## src/hw/rtl/first_substring_match_index_unit_defines.svh

```systemverilog
// assertion macros for the substring match unit
// expects clk and rst_n in the scope where a macro is used
`ifndef FIRST_SUBSTRING_MATCH_INDEX_UNIT_DEFINES_SVH
`define FIRST_SUBSTRING_MATCH_INDEX_UNIT_DEFINES_SVH

// same-cycle implication, checked outside reset
`define FSMI_ASSERT_NOW(lbl, ante, cons, msg) \
    lbl: assert property (@(posedge clk) disable iff (!rst_n) (ante) |-> (cons)) \
        else $error(msg);

// next-cycle implication, checked outside reset
`define FSMI_ASSERT_NEXT(lbl, ante, cons, msg) \
    lbl: assert property (@(posedge clk) disable iff (!rst_n) (ante) |=> (cons)) \
        else $error(msg);

`endif

```

## src/hw/rtl/fsmi_pkg.sv

```systemverilog
// shared constants and types for the substring match unit
// no dependencies
`default_nettype none

package fsmi_pkg;

    // sizing
    localparam int MAX_PATTERN = 32;
    localparam int MAX_TEXT    = 256;
    localparam int CHAR_W      = 8;
    localparam int MATCH_W     = 9;
    localparam int IDX_W       = (MAX_PATTERN > 1) ? $clog2(MAX_PATTERN) : 1;
    localparam int PLEN_W      = $clog2(MAX_PATTERN + 1);
    localparam int TPOS_W      = $clog2(MAX_TEXT + 1);
    localparam int CALC_W      = (TPOS_W > MATCH_W) ? TPOS_W : MATCH_W;

    // stream word widths
    localparam int S_DATA_W = 8;
    localparam int S_USER_W = 1;
    localparam int M_DATA_W = 16;

    // reported when the pattern never occurs
    localparam logic [MATCH_W-1:0] MATCH_NONE = '1;

    // kind of input word
    typedef enum logic
    {
        OP_PATTERN = 1'b0,
        OP_TEXT    = 1'b1
    } op_t;

    // per-cycle commands broadcast along the cell chain
    typedef struct packed
    {
        logic              load;
        logic              step;
        logic              clear;
        logic [IDX_W-1:0]  load_idx;
        logic [CHAR_W-1:0] ch;
    } cell_ctl_t;

endpackage

`default_nettype wire

```

## src/hw/rtl/first_substring_match_index_unit.sv

```systemverilog
// top level of the streaming substring match unit
// depends on fsmi_pkg, fsmi_chain and first_substring_match_index_unit_defines.svh
//
// Usage: input words arrive on s_axis. tuser[0] selects pattern (0) or text (1),
// tdata[7:0] is the character, tlast ends the pattern or the text. A pattern of
// up to 32 characters is loaded first; a pattern word after a finished pattern
// starts a new one. Text words then stream through a row of 32 comparison cells.
// Text arriving before a pattern is finished is dropped without a result.
// On the last text word one result word leaves on m_axis: tdata[8:0] is the
// first start index of the pattern (0x1FF when absent), tdata[9] flags that the
// pattern or the text (over 256 characters) was cut short.
// Throughput: one input word per cycle unless a held result stalls the input,
// set by the cell row, which compares all cells with the new character at once.
// Latency: the result word is valid the cycle after its last text word.
// Reset clears the cells, lengths, flags and the output valid bit; the stored
// pattern characters are left as they were and are reloaded before use.
// A stalled receiver holds the result in the output register; input is taken
// in the same cycle the held result is taken, and waits otherwise.
`default_nettype none
`include "first_substring_match_index_unit_defines.svh"

module first_substring_match_index_unit
(
    input  wire logic                          clk,
    input  wire logic                          rst_n,
    input  wire logic                          s_axis_tvalid,
    output logic                               s_axis_tready,
    input  wire logic [fsmi_pkg::S_DATA_W-1:0] s_axis_tdata,  // char_value
    input  wire logic [fsmi_pkg::S_USER_W-1:0] s_axis_tuser,  // operation
    input  wire logic                          s_axis_tlast,  // last
    output logic                               m_axis_tvalid,
    input  wire logic                          m_axis_tready,
    output logic [fsmi_pkg::M_DATA_W-1:0]      m_axis_tdata   // match_position, overflow
);

    import fsmi_pkg::*;

    logic [PLEN_W-1:0]   plen_reg;
    logic [PLEN_W-1:0]   plen_next;
    logic                complete_reg;
    logic                complete_next;
    logic [TPOS_W-1:0]   tpos_reg;
    logic [TPOS_W-1:0]   tpos_next;
    logic                found_reg;
    logic                found_next;
    logic [MATCH_W-1:0]  fpos_reg;
    logic [MATCH_W-1:0]  fpos_next;
    logic                ovf_reg;
    logic                ovf_next;
    logic                m_valid_reg;
    logic                m_valid_next;
    logic [M_DATA_W-1:0] m_data_reg;
    logic [M_DATA_W-1:0] m_data_next;

    logic                accept;
    logic                pat_acc;
    logic                txt_acc;
    logic [PLEN_W-1:0]   base;
    logic                room;
    logic                in_range;
    logic                hit;
    logic [CALC_W-1:0]   pos_calc;
    logic [MATCH_W-1:0]  result_pos;
    logic                result_ovf;
    op_t                 op;
    cell_ctl_t           ctl;

    // input handshake, output register decouples the two sides
    assign s_axis_tready = !m_valid_reg || m_axis_tready;
    assign accept        = s_axis_tvalid && s_axis_tready;
    assign op            = op_t'(s_axis_tuser[0]);
    assign pat_acc       = accept && (op == OP_PATTERN);
    assign txt_acc       = accept && (op == OP_TEXT) && complete_reg;

    // a finished pattern is restarted by its next pattern word
    assign base     = complete_reg ? '0 : plen_reg;
    assign room     = base < PLEN_W'(MAX_PATTERN);
    assign in_range = tpos_reg < TPOS_W'(MAX_TEXT);

    // commands to the cell row
    always_comb
    begin
        ctl.load     = pat_acc && room;
        ctl.step     = txt_acc && in_range;
        ctl.clear    = (pat_acc && complete_reg) || (txt_acc && s_axis_tlast);
        ctl.load_idx = base[IDX_W-1:0];
        ctl.ch       = s_axis_tdata[CHAR_W-1:0];
    end

    fsmi_chain u_chain
    (
        .clk   (clk),
        .rst_n (rst_n),
        .ctl   (ctl),
        .hit   (hit)
    );

    // start index of a match ending at this character
    assign pos_calc = CALC_W'(tpos_reg) + CALC_W'(1) - CALC_W'(plen_reg);

    always_comb
    begin
        if (found_reg)
        begin
            result_pos = fpos_reg;
        end
        else if (hit)
        begin
            result_pos = pos_calc[MATCH_W-1:0];
        end
        else
        begin
            result_pos = MATCH_NONE;
        end
    end

    assign result_ovf = ovf_reg || (txt_acc && !in_range);

    // pattern and text bookkeeping
    always_comb
    begin
        plen_next     = plen_reg;
        complete_next = complete_reg;
        tpos_next     = tpos_reg;
        found_next    = found_reg;
        fpos_next     = fpos_reg;
        ovf_next      = ovf_reg;

        if (pat_acc)
        begin
            plen_next     = room ? PLEN_W'(base + PLEN_W'(1)) : base;
            complete_next = s_axis_tlast;
            ovf_next      = (complete_reg ? 1'b0 : ovf_reg) || !room;
            if (complete_reg)
            begin
                tpos_next  = '0;
                found_next = 1'b0;
                fpos_next  = '0;
            end
        end
        else if (txt_acc)
        begin
            ovf_next = result_ovf;
            if (s_axis_tlast)
            begin
                tpos_next  = '0;
                found_next = 1'b0;
                fpos_next  = '0;
            end
            else if (in_range)
            begin
                tpos_next  = TPOS_W'(tpos_reg + TPOS_W'(1));
                found_next = found_reg || hit;
                if (hit && !found_reg)
                begin
                    fpos_next = pos_calc[MATCH_W-1:0];
                end
            end
        end
    end

    // output register
    always_comb
    begin
        m_valid_next = m_valid_reg;
        m_data_next  = m_data_reg;
        if (txt_acc && s_axis_tlast)
        begin
            m_valid_next = 1'b1;
            m_data_next  = M_DATA_W'({result_ovf, result_pos});
        end
        else if (m_axis_tready)
        begin
            m_valid_next = 1'b0;
        end
    end

    always_ff @(posedge clk or negedge rst_n)
    begin
        if (!rst_n)
        begin
            plen_reg     <= '0;
            complete_reg <= 1'b0;
            tpos_reg     <= '0;
            found_reg    <= 1'b0;
            fpos_reg     <= '0;
            ovf_reg      <= 1'b0;
            m_valid_reg  <= 1'b0;
        end
        else
        begin
            plen_reg     <= plen_next;
            complete_reg <= complete_next;
            tpos_reg     <= tpos_next;
            found_reg    <= found_next;
            fpos_reg     <= fpos_next;
            ovf_reg      <= ovf_next;
            m_valid_reg  <= m_valid_next;
        end
    end

    always_ff @(posedge clk)
    begin
        m_data_reg <= m_data_next;
    end

    assign m_axis_tvalid = m_valid_reg;
    assign m_axis_tdata  = m_data_reg;

    // checks
    `FSMI_ASSERT_NEXT(a_result_after_last, txt_acc && s_axis_tlast, m_axis_tvalid, "no result after last text word")
    `FSMI_ASSERT_NOW(a_hit_needs_step, hit, ctl.step, "cell hit without a text step")
    `FSMI_ASSERT_NOW(a_found_order, found_reg, CALC_W'(tpos_reg) >= CALC_W'(plen_reg), "found match precedes pattern length")

endmodule

`default_nettype wire

```

## src/hw/rtl/fsmi_cell.sv

```systemverilog
// one comparison cell: a stored pattern character and its partial-match bit
// depends on fsmi_pkg
`default_nettype none

module fsmi_cell
(
    input  wire logic               clk,
    input  wire logic               rst_n,
    input  wire fsmi_pkg::cell_ctl_t ctl,
    input  wire logic               sel,
    input  wire logic               prev_match,
    output logic                    match,
    output logic                    hit
);

    import fsmi_pkg::*;

    logic [CHAR_W-1:0] char_reg;
    logic              tail_reg;
    logic              tail_next;
    logic              match_reg;
    logic              match_next;
    logic              extend;

    // prefix ending here grows when the neighbor matched and this character agrees
    assign extend = prev_match && (char_reg == ctl.ch);

    always_comb
    begin
        match_next = match_reg;
        if (ctl.clear)
        begin
            match_next = 1'b0;
        end
        else if (ctl.step)
        begin
            match_next = extend;
        end
    end

    // tail marks the last stored pattern character
    always_comb
    begin
        tail_next = tail_reg;
        if (ctl.load)
        begin
            tail_next = sel;
        end
    end

    always_ff @(posedge clk or negedge rst_n)
    begin
        if (!rst_n)
        begin
            match_reg <= 1'b0;
            tail_reg  <= 1'b0;
        end
        else
        begin
            match_reg <= match_next;
            tail_reg  <= tail_next;
        end
    end

    // character store, written once per pattern load
    always_ff @(posedge clk)
    begin
        if (ctl.load && sel)
        begin
            char_reg <= ctl.ch;
        end
    end

    assign match = match_reg;
    assign hit   = ctl.step && extend && tail_reg;

endmodule

`default_nettype wire

```

## src/hw/rtl/fsmi_chain.sv

```systemverilog
// row of comparison cells, each passing its match bit to the next
// depends on fsmi_pkg and fsmi_cell
`default_nettype none

module fsmi_chain
(
    input  wire logic                clk,
    input  wire logic                rst_n,
    input  wire fsmi_pkg::cell_ctl_t ctl,
    output logic                     hit
);

    import fsmi_pkg::*;

    logic [MAX_PATTERN-1:0] match;
    logic [MAX_PATTERN-1:0] prev;
    logic [MAX_PATTERN-1:0] sel;
    logic [MAX_PATTERN-1:0] hits;

    // cell 0 always sees a matched empty prefix
    assign prev[0] = 1'b1;

    genvar k;
    generate
        for (k = 0; k < MAX_PATTERN; k++)
        begin : g_cell
            if (k > 0)
            begin : g_link
                assign prev[k] = match[k-1];
            end

            assign sel[k] = (ctl.load_idx == IDX_W'(k));

            fsmi_cell u_cell
            (
                .clk        (clk),
                .rst_n      (rst_n),
                .ctl        (ctl),
                .sel        (sel[k]),
                .prev_match (prev[k]),
                .match      (match[k]),
                .hit        (hits[k])
            );
        end
    endgenerate

    // only the tail cell can report a full match
    assign hit = |hits;

endmodule

`default_nettype wire

```

## config.mk

```make
export PLATFORM = sky130hd
export DESIGN_NAME = first_substring_match_index_unit
export DESIGN_NICKNAME = d
export VERILOG_FILES = /design/src/hw/rtl/fsmi_pkg.sv /design/src/hw/rtl/first_substring_match_index_unit.sv /design/src/hw/rtl/fsmi_cell.sv /design/src/hw/rtl/fsmi_chain.sv
export VERILOG_INCLUDE_DIRS = /design/src /design/src/hw/rtl
export SDC_FILE = /design/constraint.sdc
export NUM_CORES = 1
export LEC_CHECK = 0
export ABC_AREA = 1
export BUFFER_PORTS_ARGS = -buffer_cell sky130_fd_sc_hd__buf_2
export CAP_MARGIN = 10
export CORE_MARGIN = 2
export CORE_UTILIZATION = 41
export CTS_CLUSTER_DIAMETER = 150
export CTS_CLUSTER_SIZE = 40
export DETAILED_ROUTE_END_ITERATION = 10
export SYNTH_ARGS = -nofsm -noshare
export SYNTH_HDL_FRONTEND = slang
export SYNTH_HIERARCHICAL = 1
export SYNTH_SLANG_ARGS = --single-unit
```

## constraint.sdc

```tcl
create_clock -name clk -period 7.65 [get_ports clk]
set_input_delay 0.3825 -clock clk [delete_from_list [all_inputs] [get_ports clk]]
set_output_delay 0.3825 -clock clk [all_outputs]
set_load 0.05 [all_outputs]
```

=== Word-level counts from Yosys, hierarchy flattened ===
Cells that the tools add are included.

* Order comparisons: 2
* Multiplexer cells: 86
* Eq/ne operators: 64
* Bitwise logic cells: 1
* $add $sub $neg: 3
* Reductions and logical operators: 155

{| class="wikitable"
|+ Operators by type and width
! cell !! number
|-
| equality test 8 bit || 32
|-
| logical AND 1 bit || 137
|-
| 2-to-1 mux 9 bit || 12
|-
| equality test 5 bit, second input constant || 16
|-
| 2-to-1 mux 1 bit || 72
|-
| equality test 5 x 4 -> 1 bit, second input constant || 8
|-
| OR reduction 32 bit || 1
|-
| equality test 5 x 3 -> 1 bit, second input constant || 4
|-
| 2-to-1 mux 6 bit || 2
|-
| equality test 5 x 2 -> 1 bit, second input constant || 2
|-
| adder 9 x 1 -> 9 bit, second input constant || 1
|-
| < comparator 9 bit, second input constant || 1
|-
| subtractor 9 x 6 -> 9 bit || 1
|-
| adder 6 x 1 -> 6 bit, second input constant || 1
|-
| < comparator 6 bit, second input constant || 1
|-
| nonzero test 2 bit || 3
|-
| nonzero test 3 bit || 2
|-
| equality test 5 x 1 -> 1 bit, second input constant || 1
|-
| logical NOT 5 bit || 1
|-
| logical OR 1 bit || 5
|-
| logical NOT 1 bit || 4
|-
| AND reduction 4 bit || 1
|-
| AND reduction 3 bit || 1
|-
| != test 2 bit, second input constant || 1
|-
| NOT 1 bit || 1
|}

* Bits of input ports: 14
* Output and inout bits: 18
* Bits in registers: 357

=== Logic depth before layout (Yosys ltp) ===
Gate-level depths: netlist (run 1).

* Depth in word-level cells: 15
* Depth in mapped cells: 23

=== Modules after synthesis ===
Netlist (run 1), hierarchy kept.

{| class="wikitable"
|+ Modules (own cells, without submodules)
! module !! times used !! sequential area each (µm²) !! cells an instance !! area an instance (µm²)
|-
| fsmi_cell || 32 || 290.3 || 50 || 484.2
|-
| first_substring_match_index_unit || 1 || 1001.0 || 281 || 2322.2
|-
| fsmi_chain || 1 || 0.0 || 107 || 447.9
|}

=== Worst setup path after synthesis (run 1) ===
Ideal clock, no wire load.

* Path type: register to register
* From: register m_valid_reg (netlist: m_axis_tvalid)
* To: register m_data_reg[6] (netlist: m_axis_tdata[6]), data pin
* Cell stages (with the launch flop): 22
* Path slack: 2.694 ns
* Setup time: 0.253 ns
* Data required time: 7.397 ns
* Arrival time: 4.703 ns
* Path through: dfrtp_1 -> nand2_2 -> nand2_4 -> nor2_4 -> nand2_2 -> nor2_1 -> nand2_1 -> a21oi_2 -> nand2_1 -> nor2_2 -> nand3_2 -> nor2_1 -> nor2_1 -> and2_1 -> nand2_1 -> nor2_1 -> nand2_1 -> nand2_1 -> inv_2 -> nand3_1 -> o21ai_1 -> inv_1

{| class="wikitable"
|+ RTL lines
! what !! RTL line !! source
|-
| start, declared || first_substring_match_index_unit.sv:50 || <nowiki>logic m_valid_reg;</nowiki>
|-
| start signal, assigned || first_substring_match_index_unit.sv:198 || <nowiki>m_valid_reg <= m_valid_next;</nowiki>
|-
| end signal, assigned || first_substring_match_index_unit.sv:204 || <nowiki>m_data_reg <= m_data_next;</nowiki>
|-
| end, declared || first_substring_match_index_unit.sv:52 || <nowiki>logic [M_DATA_W-1:0] m_data_reg;</nowiki>
|}

==> results of run 1 <==
-- power breakdown --
part           internal, mW  total, mW  switching (mW)
registers              2.13       2.15          0.0229
logic                 0.146      0.508           0.362
clock network         0.323      0.882           0.560
-- worst max-delay path by stage --
stage                 endpoint  slack (ns)       startpoint
4_1_cts        m_axis_tdata[6]        3.90     complete_reg
3_5_place_dp       fpos_reg[7]        3.81  s_axis_tdata[3]
5_1_grt        m_axis_tdata[6]        3.56     complete_reg
3_3_place_gp   m_axis_tdata[6]        3.90    m_axis_tready
2_1_floorplan  m_axis_tdata[6]        2.73    m_axis_tvalid
6_report       m_axis_tdata[6]        3.91     complete_reg
-- cells in the final DEF (no fill, tap or decap), types with 8 or more instances in the layout --
cell / instances
sky130_fd_sc_hd__nor2_2: 36
sky130_fd_sc_hd__nand2_2: 8
sky130_fd_sc_hd__ha_1: 9
sky130_fd_sc_hd__o21ai_0: 37
sky130_fd_sc_hd__edfxtp_1: 266
sky130_fd_sc_hd__buf_2: 17
sky130_fd_sc_hd__nor3b_2: 32
sky130_fd_sc_hd__buf_4: 16
sky130_fd_sc_hd__xor2_1: 40
sky130_fd_sc_hd__dfrtp_1: 91
sky130_fd_sc_hd__a21oi_1: 12
sky130_fd_sc_hd__inv_1: 419
sky130_fd_sc_hd__nand2_1: 603
sky130_fd_sc_hd__nor2_1: 183
sky130_fd_sc_hd__clkbuf_16: 13
sky130_fd_sc_hd__xnor2_1: 67
sky130_fd_sc_hd__a21oi_2: 64
sky130_fd_sc_hd__nand3_1: 16
sky130_fd_sc_hd__nand3_2: 32
sky130_fd_sc_hd__o22ai_1: 8
sky130_fd_sc_hd__nor3_1: 12
-- critical path: stages (launching register included) --
cell                      delay [ns]
sky130_fd_sc_hd__dfrtp_1        0.52
sky130_fd_sc_hd__inv_2          0.09
sky130_fd_sc_hd__nor2_4         0.14
sky130_fd_sc_hd__nand2_2        0.12
sky130_fd_sc_hd__nor2_4         0.09
sky130_fd_sc_hd__buf_4          0.58
sky130_fd_sc_hd__nand2_1        0.17
sky130_fd_sc_hd__a21oi_2        0.14
sky130_fd_sc_hd__nand2_1        0.07
sky130_fd_sc_hd__nor2_2         0.11
sky130_fd_sc_hd__nand3_2        0.08
sky130_fd_sc_hd__nor2_1         0.11
sky130_fd_sc_hd__nor2_1         0.05
sky130_fd_sc_hd__and2_1         0.16
sky130_fd_sc_hd__nand2_1        0.11
sky130_fd_sc_hd__nor2_1         0.09
sky130_fd_sc_hd__nand2_1        0.18
sky130_fd_sc_hd__nand2_1        0.24
sky130_fd_sc_hd__inv_2          0.20
sky130_fd_sc_hd__nand3_1        0.10
sky130_fd_sc_hd__o21ai_1        0.07
sky130_fd_sc_hd__inv_1          0.04
-- metrics by stage --
stage / cell area, µm² / setup WS (ns) / cells / util, % / power (mW)
finish: 19500 / 3.91 / 2623 / 44.2 / 3.54
global route: 19500 / 3.56 / 2623 / 44.2 / 3.71
CTS: 19500 / 3.90 / 2623 / 44.2 / 3.58
detailed placement: 19100 / 3.81 / 2602 / 43.4 / 2.70
global placement: 19100 / 3.90 / 2602 / 43.4 / 2.69
floorplan: 18200 / 2.73 / 1989 / - / 2.53
-- layout make-up --
class                   instances  area (µm²)
multi-input cells            1193        6290
repair buffers                 34         215
well taps                     592         741
clock buffers                  19         348
flip-flops and latches        357       10300
inverters                     427        1610
clock inverters                 1        5.00
fillers                      4192       24600
-- routing by layer --
metal	vias up	GRT usage (%)	wire, µm
met5	-	0	0
met4	0	3.13	612
met3	42	1.33	995
met2	157	27.2	16700
met1	5590	22.3	17400
li1	6122	-	-
==> impl_metrics.csv, run 1 <==
group,metric,value,unit
status,outcome,"finished, final reports clean",
routing,wirelength,35800,µm
setup_path,critical_path_peak_fanout,63,
die,boundaryPins,32,
run,drv.max_cap_violation_count,0,
worst_hold_path,min-delay-path-class,"in -> reg",
synth,post_synth.cell_area_avg,9.19,µm²
routing,vias_cell,4.54,
global_route,global_route.usage.total,15.9,%
clock_tree,tritoncts,"built",
worst_hold_path,hold_path_stages,4,
cells_and_area,post_route_cells_drive_above_1_share,11.9,%
die,fp.dieArea,46100,µm²
synth,yosysWarningCount,6,
clock_tree,clock_path_buffers,3,
die,rows,77,
routing,drt_iter0_markers,679,
timing,hold_violations,0,
timing,relative_slew_slack,28.2,%
worst_hold_path,hold_path_startpoint,"m_axis_tready",
placed_design,port_buffers,25,
setup_path,timing.critical_path.arrival,4.04,ns
timing,rsz0062_at_grt,"false",
timing,fin_crit_sh,48.9,%
timing,max_slew.worst_pin.slew,1.08,ns
timing,clock.fmax,267,MHz
placed_design,place.gp.congestion,0.796,
setup_path,timing.critical_path.from_type,"register",
synth,synth.cell_area,18200,µm²
setup_path,rr_startpoint,"complete_reg",
timing,final-setup-viol-count,0,
routing,wire_per_inst,13.6,µm
timing,slew_viol_final,0,
worst_hold_path,min_delay_worst_endpoint,"m_axis_tvalid",
global_route,grt_max_degree,97,
routing,drt_first_pass_iters,5,
cells_and_area,num_antenna_cells,0,
setup_path,rrSetupSlack,3.91,ns
synth,netlist_instances,1984,
setup_path,type_of_element_capturing_the_critical_path,"register",
global_route,grt_first_pass_wirelength,60500,µm
setup_path,setup.worst_path.class,"reg -> reg",
power,total_power_per_unit_cell_area,182,nW/µm²
clock_tree,cts_root_buf,"sky130_fd_sc_hd__clkbuf_16",
clock_tree,cts_inserted_buffers,12,
die,dieWidth,215,µm
routing,remaining_drc_errors,0,
die,core-area,44000,µm²
clock_tree,clkTransAtPathRegs,0.14,ns
global_route,first_global_vias,11800,
clock_tree,htree_levels,1,
die,start_util,41.4,%
cells_and_area,largest_register_ff_count,256,
timing,final_period_minus_worst_setup_slack,3.74,ns
setup_path,reg2reg_to,"m_axis_tdata[6]",
global_route,globalRouteOverflowTotal,0,
clock_tree,tritoncts_num_sinks,357,
timing,fin_hold_ws,0.198,ns
die,die-height,215,µm
placed_design,dp_hpwl,21800,µm
global_route,antenna_violations_before_repair,0,
setup_path,critPathRequiredTime,7.94,ns
clock_tree,clk_latency,0.53,ns
cells_and_area,layout-area-overhead-vs-synth,6.87,%
clock_tree,cts_resizes,0,
routing,route.vias.total,11900,
routing,drtAntennaViolNets,0,
clock_tree,post_cts_hold_buffer_count,1,
power,irDropWorstVdd,0.203,mV
setup_path,rr_worst_depth,21,
timing,finClkSkew,0.0175,ns
timing,finalSetupTns,0,ns
clock_tree,post-cts-setup-buffers,0,
cells_and_area,final_net_count,2049,
power,p_leak,8.51,nW
Power figures use the tool's default switching activity.
==> inputs of run 2 (changes only) <==
clock period = 3.63 ns   (was 7.65 ns; I/O delays follow)
==> impl_metrics.csv, run 2 (synthesis gave the netlist of run 1 again) <==
group,metric,value,unit
setup_path,rrSetupSlack,0.26,ns
worst_hold_path,min-delay-path-class,"in -> reg",
global_route,grt_first_pass_wirelength,61600,µm
timing,final-setup-viol-count,0,
timing,final_critical_path_setup_slack,0.258,ns
cells_and_area,layout.cells.most_common_list,"sky130_fd_sc_hd__nand2_1, sky130_fd_sc_hd__inv_1, sky130_fd_sc_hd__edfxtp_1",
power,total_power_per_unit_cell_area,378,nW/µm²
die,dieWidth,215,µm
timing,relative_slew_slack,29.0,%
global_route,global_route.usage.total,16.4,%
routing,wire_per_inst,14.1,µm
global_route,gr-usage-met1,23.3,%
timing,rsz0062_at_grt,"false",
cells_and_area,regArea,10300,µm²
timing,finClkSkew,0.0211,ns
placed_design,dp_hpwl,25000,µm
placed_design,post-place-ws,0.269,ns
routing,vias_cell,4.58,
placed_design,place.gp.congestion,0.814,
run,drv.max_cap_violation_count,0,
setup_path,critical_path.slowest_cell,"sky130_fd_sc_hd__dfrtp_1",
timing,fin_crit_sh,92.9,%
power,irDropWorstVdd,0.343,mV
routing,wirelength,37300,µm
cells_and_area,layout-area-overhead-vs-synth,8.55,%
global_route,grt_max_degree,65,
timing,final_period_minus_worst_setup_slack,3.37,ns
cells_and_area,num_antenna_cells,0,
die,core-area,44000,µm²
setup_path,path_delay_family,"simple AND/OR/NAND/NOR gates",
setup_path,timing.critical_path.arrival,3.66,ns
clock_tree,clock_path_buffers,3,
setup_path,crit_chain,"nand2_4, nand2_4, nor2_4, nand2_2, nor2_4, buf_12, nand2_1, a21oi_2, nand2_1, nor2_2, nand3_2, nor2_1, nor2_1, and2_1, nand2_1, nor2_1, nand2_1, nand2_1, inv_2, nand3_1, o21ai_1, inv_1",
clock_tree,clk_latency,0.52,ns
placed_design,port_buffers,25,
setup_path,critical_path.max_stage_delay,0.44,ns
global_route,globalRouteOverflowTotal,0,
setup_path,type_of_element_capturing_the_critical_path,"register",
cells_and_area,fillers,4195,
global_route,first_global_vias,11900,
power,p_leak,8.67,nW
die,fp.dieArea,46100,µm²
timing,hold_violations,0,
global_route,grt.busiest_layer,"met2",
cells_and_area,final_net_count,2072,
cells_and_area,finish.instance_area,19800,µm²
die,die-height,215,µm
timing,finalSetupTns,0,ns
clock_tree,clkTransAtPathRegs,0.15,ns
status,outcome,"finished, final reports clean",
routing,remaining_drc_errors,0,
placed_design,placedCellCount,2624,
clock_tree,post-cts-setup-buffers,0,
cells_and_area,layout.cells.non_filler,2646,
cells_and_area,post_route_cells_drive_above_1_share,12.9,%
routing,route.vias.total,12100,
cells_and_area,multi_input_comb_area,6300,µm²
die,boundaryPins,32,
die,rows,77,
setup_path,timing.critical_path.buf_inv,3,
die,start_util,41.4,%
placed_design,placed_cell_area,19400,µm²
cells_and_area,largest_register_ff_count,256,
timing,max_slew.worst_pin.slew,1.06,ns
timing,clock.fmax,297,MHz
clock_tree,htree_levels,1,
clock_tree,tritoncts,"built",
global_route,antenna_violations_before_repair,0,
global_route,grt_use_met2,27.4,%
setup_path,timing.critical_path.from_type,"register",
routing,drt_iter0_markers,687,
clock_tree,tritoncts_num_sinks,357,
cells_and_area,most_common_cell_after_layout_fill_and_taps_aside,"sky130_fd_sc_hd__nand2_1",
timing,slew_viol_final,0,
setup_path,critPathRequiredTime,3.92,ns
routing,drt_first_pass_iters,5,
global_route,globalRouteMet3Util,1.32,%
routing,drtAntennaViolNets,0,
setup_path,worst_path_most_repeated_cell,"sky130_fd_sc_hd__nand2_1",
setup_path,setup.worst_path.class,"reg -> reg",
clock_tree,cts_root_buf,"sky130_fd_sc_hd__clkbuf_16",
setup_path,critical_path_peak_fanout,35,
clock_tree,cts_inserted_buffers,12,
[run 2: where the power goes]
group | internal (mW) | switching [mW] | total (mW)
clock | 0.680 | 1.17 | 1.85
combinational | 0.335 | 0.757 | 1.09
sequential | 4.49 | 0.0499 | 4.54
total | 5.50 | 1.98 | 7.48
[run 2: layout make-up]
cell class / count / area share (%)
flip-flops and latches: 357 / 51.9
clock inverters: 1 / 0.0253
clock buffers: 19 / 1.76
multi-input cells: 1193 / 31.8
well taps: 592 / 3.74
repair buffers: 57 / 2.61
inverters: 427 / 8.13
[run 2: through the flow]
stage / hold WS [ns] / total power, mW / utilization [%]
2_1_floorplan: -0.114 / 5.32 / -
3_3_place_gp: 0.242 / 5.70 / 44.1
3_5_place_dp: 0.242 / 5.72 / 44.1
4_1_cts: 0.0357 / 7.58 / 44.9
5_1_grt: 0.0612 / 7.83 / 44.9
6_report: 0.0468 / 7.48 / 44.9
[run 2: tightest hold or removal path, cell delays in order]
cell                      delay (ns)
sky130_fd_sc_hd__buf_2          0.07
sky130_fd_sc_hd__inv_1          0.10
sky130_fd_sc_hd__o21ai_0        0.19
[run 2: repair_timing]
item / 4_1_cts / 5_1_grt
gates resized for setup: 0 / 1
endpoints found under the hold margin: 45 / 0
setup endpoints to repair: 0 / 12
hold buffers: 2 / 0
[run 2: layer usage]
metal / wire length, µm / share of wire, %
met1: 18400 / 49
met2: 17200 / 46
met3: 827 / 2.2
met4: 833 / 2.2
met5: 0 / 0
[run 2: path summary, 6_finish.rpt]
kind | startpoint | end | cells after the start
setup reg to reg | m_axis_tvalid | m_axis_tdata[6] | 22
min in group asynchronous | rst_n | m_axis_tvalid | 2
hold / removal | s_axis_tlast | m_axis_tvalid | 3
hold reg to reg | fpos_reg[1] | fpos_reg[1] | 2
setup / recovery | m_axis_tvalid | m_axis_tdata[6] | 22
max in group asynchronous | rst_n | u_chain/g_cell[0].u_cell/match | 3
==> inputs of run 3 (changes only) <==
RECOVER_POWER = 50   (was not set)
==> impl_metrics.csv, run 3 (synthesis gave the netlist of run 1 again) <==
group,metric,value,unit
setup_path,type_of_element_capturing_the_critical_path,"register",
clock_tree,cts_root_buf,"sky130_fd_sc_hd__clkbuf_16",
power,power.share.switching,26.5,%
timing,slew_viol_final,66,
timing,final_critical_path_setup_slack,0.280,ns
setup_path,crit_chain,"nand2_4, nand2_4, nor2_4, nand2_2, nor2_4, buf_12, nand2_1, a21oi_2, nand2_1, nor2_2, nand3_2, nor2_1, nor2_1, and2_1, nand2_1, nor2_1, nand2_1, nand2_1, inv_2, nand3_1, o21ai_1, inv_1",
setup_path,critical_path.slowest_cell,"sky130_fd_sc_hd__dfrtp_1",
global_route,grt.busiest_layer,"met2",
timing,hold_violations,0,
setup_path,critical_path_peak_fanout,35,
global_route,global_route.usage.total,16.4,%
power,p_leak,8.57,nW
die,start_util,41.4,%
routing,drtAntennaViolNets,0,
worst_hold_path,min-delay-path-class,"in -> reg",
setup_path,timing.critical_path.arrival,3.64,ns
placed_design,placedCellCount,2624,
die,core-area,44000,µm²
status,outcome,"finished with violations",
power,irDropWorstVdd,0.345,mV
placed_design,place.gp.congestion,0.814,
power,share_comb_of_total_power,14.5,%
cells_and_area,fillers,4204,
run,drv.max_cap_violation_count,2,
timing,rsz0062_at_grt,"false",
cells_and_area,layout.cells.non_filler,2646,
clock_tree,tritoncts_num_sinks,357,
routing,wire_per_inst,14.1,µm
placed_design,post-place-ws,0.269,ns
placed_design,port_buffers,25,
die,rows,77,
global_route,grt_use_met2,27.4,%
die,boundaryPins,32,
power,seq_power_share,60.7,%
global_route,grt_max_degree,65,
setup_path,critical_path.max_stage_delay,0.44,ns
power,power_report.internal_total,5.49,mW
power,total_power_per_unit_cell_area,380,nW/µm²
clock_tree,clk_latency,0.52,ns
cells_and_area,final_net_count,2072,
setup_path,timing.critical_path.from_type,"register",
setup_path,setup.worst_path.class,"reg -> reg",
cells_and_area,post_route_cells_drive_above_1_share,11.4,%
routing,route.vias.total,12100,
clock_tree,cts_inserted_buffers,12,
timing,max_slew.worst_pin.slew,2.62,ns
setup_path,critPathRequiredTime,3.92,ns
clock_tree,tritoncts,"built",
routing,wirelength,37300,µm
timing,clock.fmax,299,MHz
global_route,first_global_vias,11900,
global_route,antenna_violations_before_repair,0,
routing,drt_iter0_markers,722,
routing,remaining_drc_errors,0,
die,dieWidth,215,µm
timing,final_period_minus_worst_setup_slack,3.35,ns
routing,drt_first_pass_iters,5,
power,switching_power,1.98,mW
placed_design,dp_hpwl,25000,µm
cells_and_area,most_common_cell_after_layout_fill_and_taps_aside,"sky130_fd_sc_hd__nand2_1",
global_route,grt_first_pass_wirelength,61600,µm
die,fp.dieArea,46100,µm²
cells_and_area,layout.cells.most_common_list,"sky130_fd_sc_hd__nand2_1, sky130_fd_sc_hd__inv_1, sky130_fd_sc_hd__edfxtp_1",
cells_and_area,largest_register_ff_count,256,
timing,relative_slew_slack,-74.6,%
cells_and_area,num_antenna_cells,0,
setup_path,worst_path_most_repeated_cell,"sky130_fd_sc_hd__nand2_1",
global_route,globalRouteMet3Util,1.32,%
global_route,gr-usage-met1,23.3,%
clock_tree,htree_levels,1,
timing,final-setup-viol-count,0,
timing,fin_crit_sh,92.3,%
global_route,globalRouteOverflowTotal,0,
clock_tree,clock_path_buffers,3,
timing,finalSetupTns,0,ns
clock_tree,clkTransAtPathRegs,0.15,ns
status,failed_checks,"capacitance limit, slew limit",
cells_and_area,layout-area-overhead-vs-synth,7.99,%
timing,finClkSkew,0.0223,ns
power,clock_share_of_power,24.8,%
routing,vias_cell,4.58,
die,die-height,215,µm
==> run 3: worst max-delay path: cells and delay by family (launching register included) <==
family,cells,cell delay (ns)
DFF,1,0.44
buffers and inverters,3,0.51
and+or+nand+nor,17,1.97
AOI/OAI and AO/OA,2,0.18
==> run 3: path summary, 6_finish.rpt <==
path                               start                        endpoint  slack, ns  depth (start not counted)
max in group asynchronous          rst_n  u_chain/g_cell[0].u_cell/match       0.75                          3
max                        m_axis_tvalid                 m_axis_tdata[6]       0.28                         22
max reg2reg                m_axis_tvalid                 m_axis_tdata[6]       0.28                         22
min reg2reg                  fpos_reg[1]                     fpos_reg[1]       0.50                          2
min                         s_axis_tlast                   m_axis_tvalid       0.05                          3
min in group asynchronous          rst_n                   m_axis_tvalid       1.00                          2
==> run 3: timing repair <==
action,CTS,global route
setup buffers,0,0
setup endpoints to repair,0,12
hold endpoints to repair,45,0
hold buffers,2,0
resized for setup,0,1
==> run 3: layer usage <==
| layer | vias up | routed length (µm) | share of wire (%) |
|---|---|---|---|
| met4 | 0 | 816 | 2.2 |
| li1 | 6178 | - | - |
| met5 | - | 0 | 0 |
| met3 | 46 | 980 | 2.6 |
| met2 | 154 | 17200 | 46 |
| met1 | 5752 | 18300 | 49 |
==> run 3: metrics by stage <==
| stage | area [µm²] | util [%] | power (mW) | hold slack (ns) |
|---|---|---|---|---|
| floorplan | 18300 | - | 5.32 | -0.114 |
| global placement | 19400 | 44.1 | 5.70 | 0.242 |
| detailed placement | 19400 | 44.1 | 5.72 | 0.242 |
| CTS | 19800 | 44.9 | 7.58 | 0.0357 |
| global route | 19700 | 44.7 | 7.82 | 0.0680 |
| finish | 19700 | 44.7 | 7.47 | 0.0470 |
==> run 3: cell type report <==
class,instances,area [µm²],share of cell area [%]
sequential,357,10300,52.2
multi-input combinational,1193,6300,32.0
inverter,427,1610,8.17
tap,592,741,3.76
timing repair buffer,57,413,2.10
clock buffer,19,348,1.77
clock inverter,1,5.00,0.0254
==> run 3: power by group through the flow <==
stage,Sequential (mW),Combinational (mW),Clock [mW]
final,4.54,1.08,1.86
after global routing,4.55,1.22,2.05
after CTS,4.54,1.10,1.95
after detailed placement,4.62,1.10,0
after global placement,4.62,1.08,0
after floorplan,4.62,0.705,0
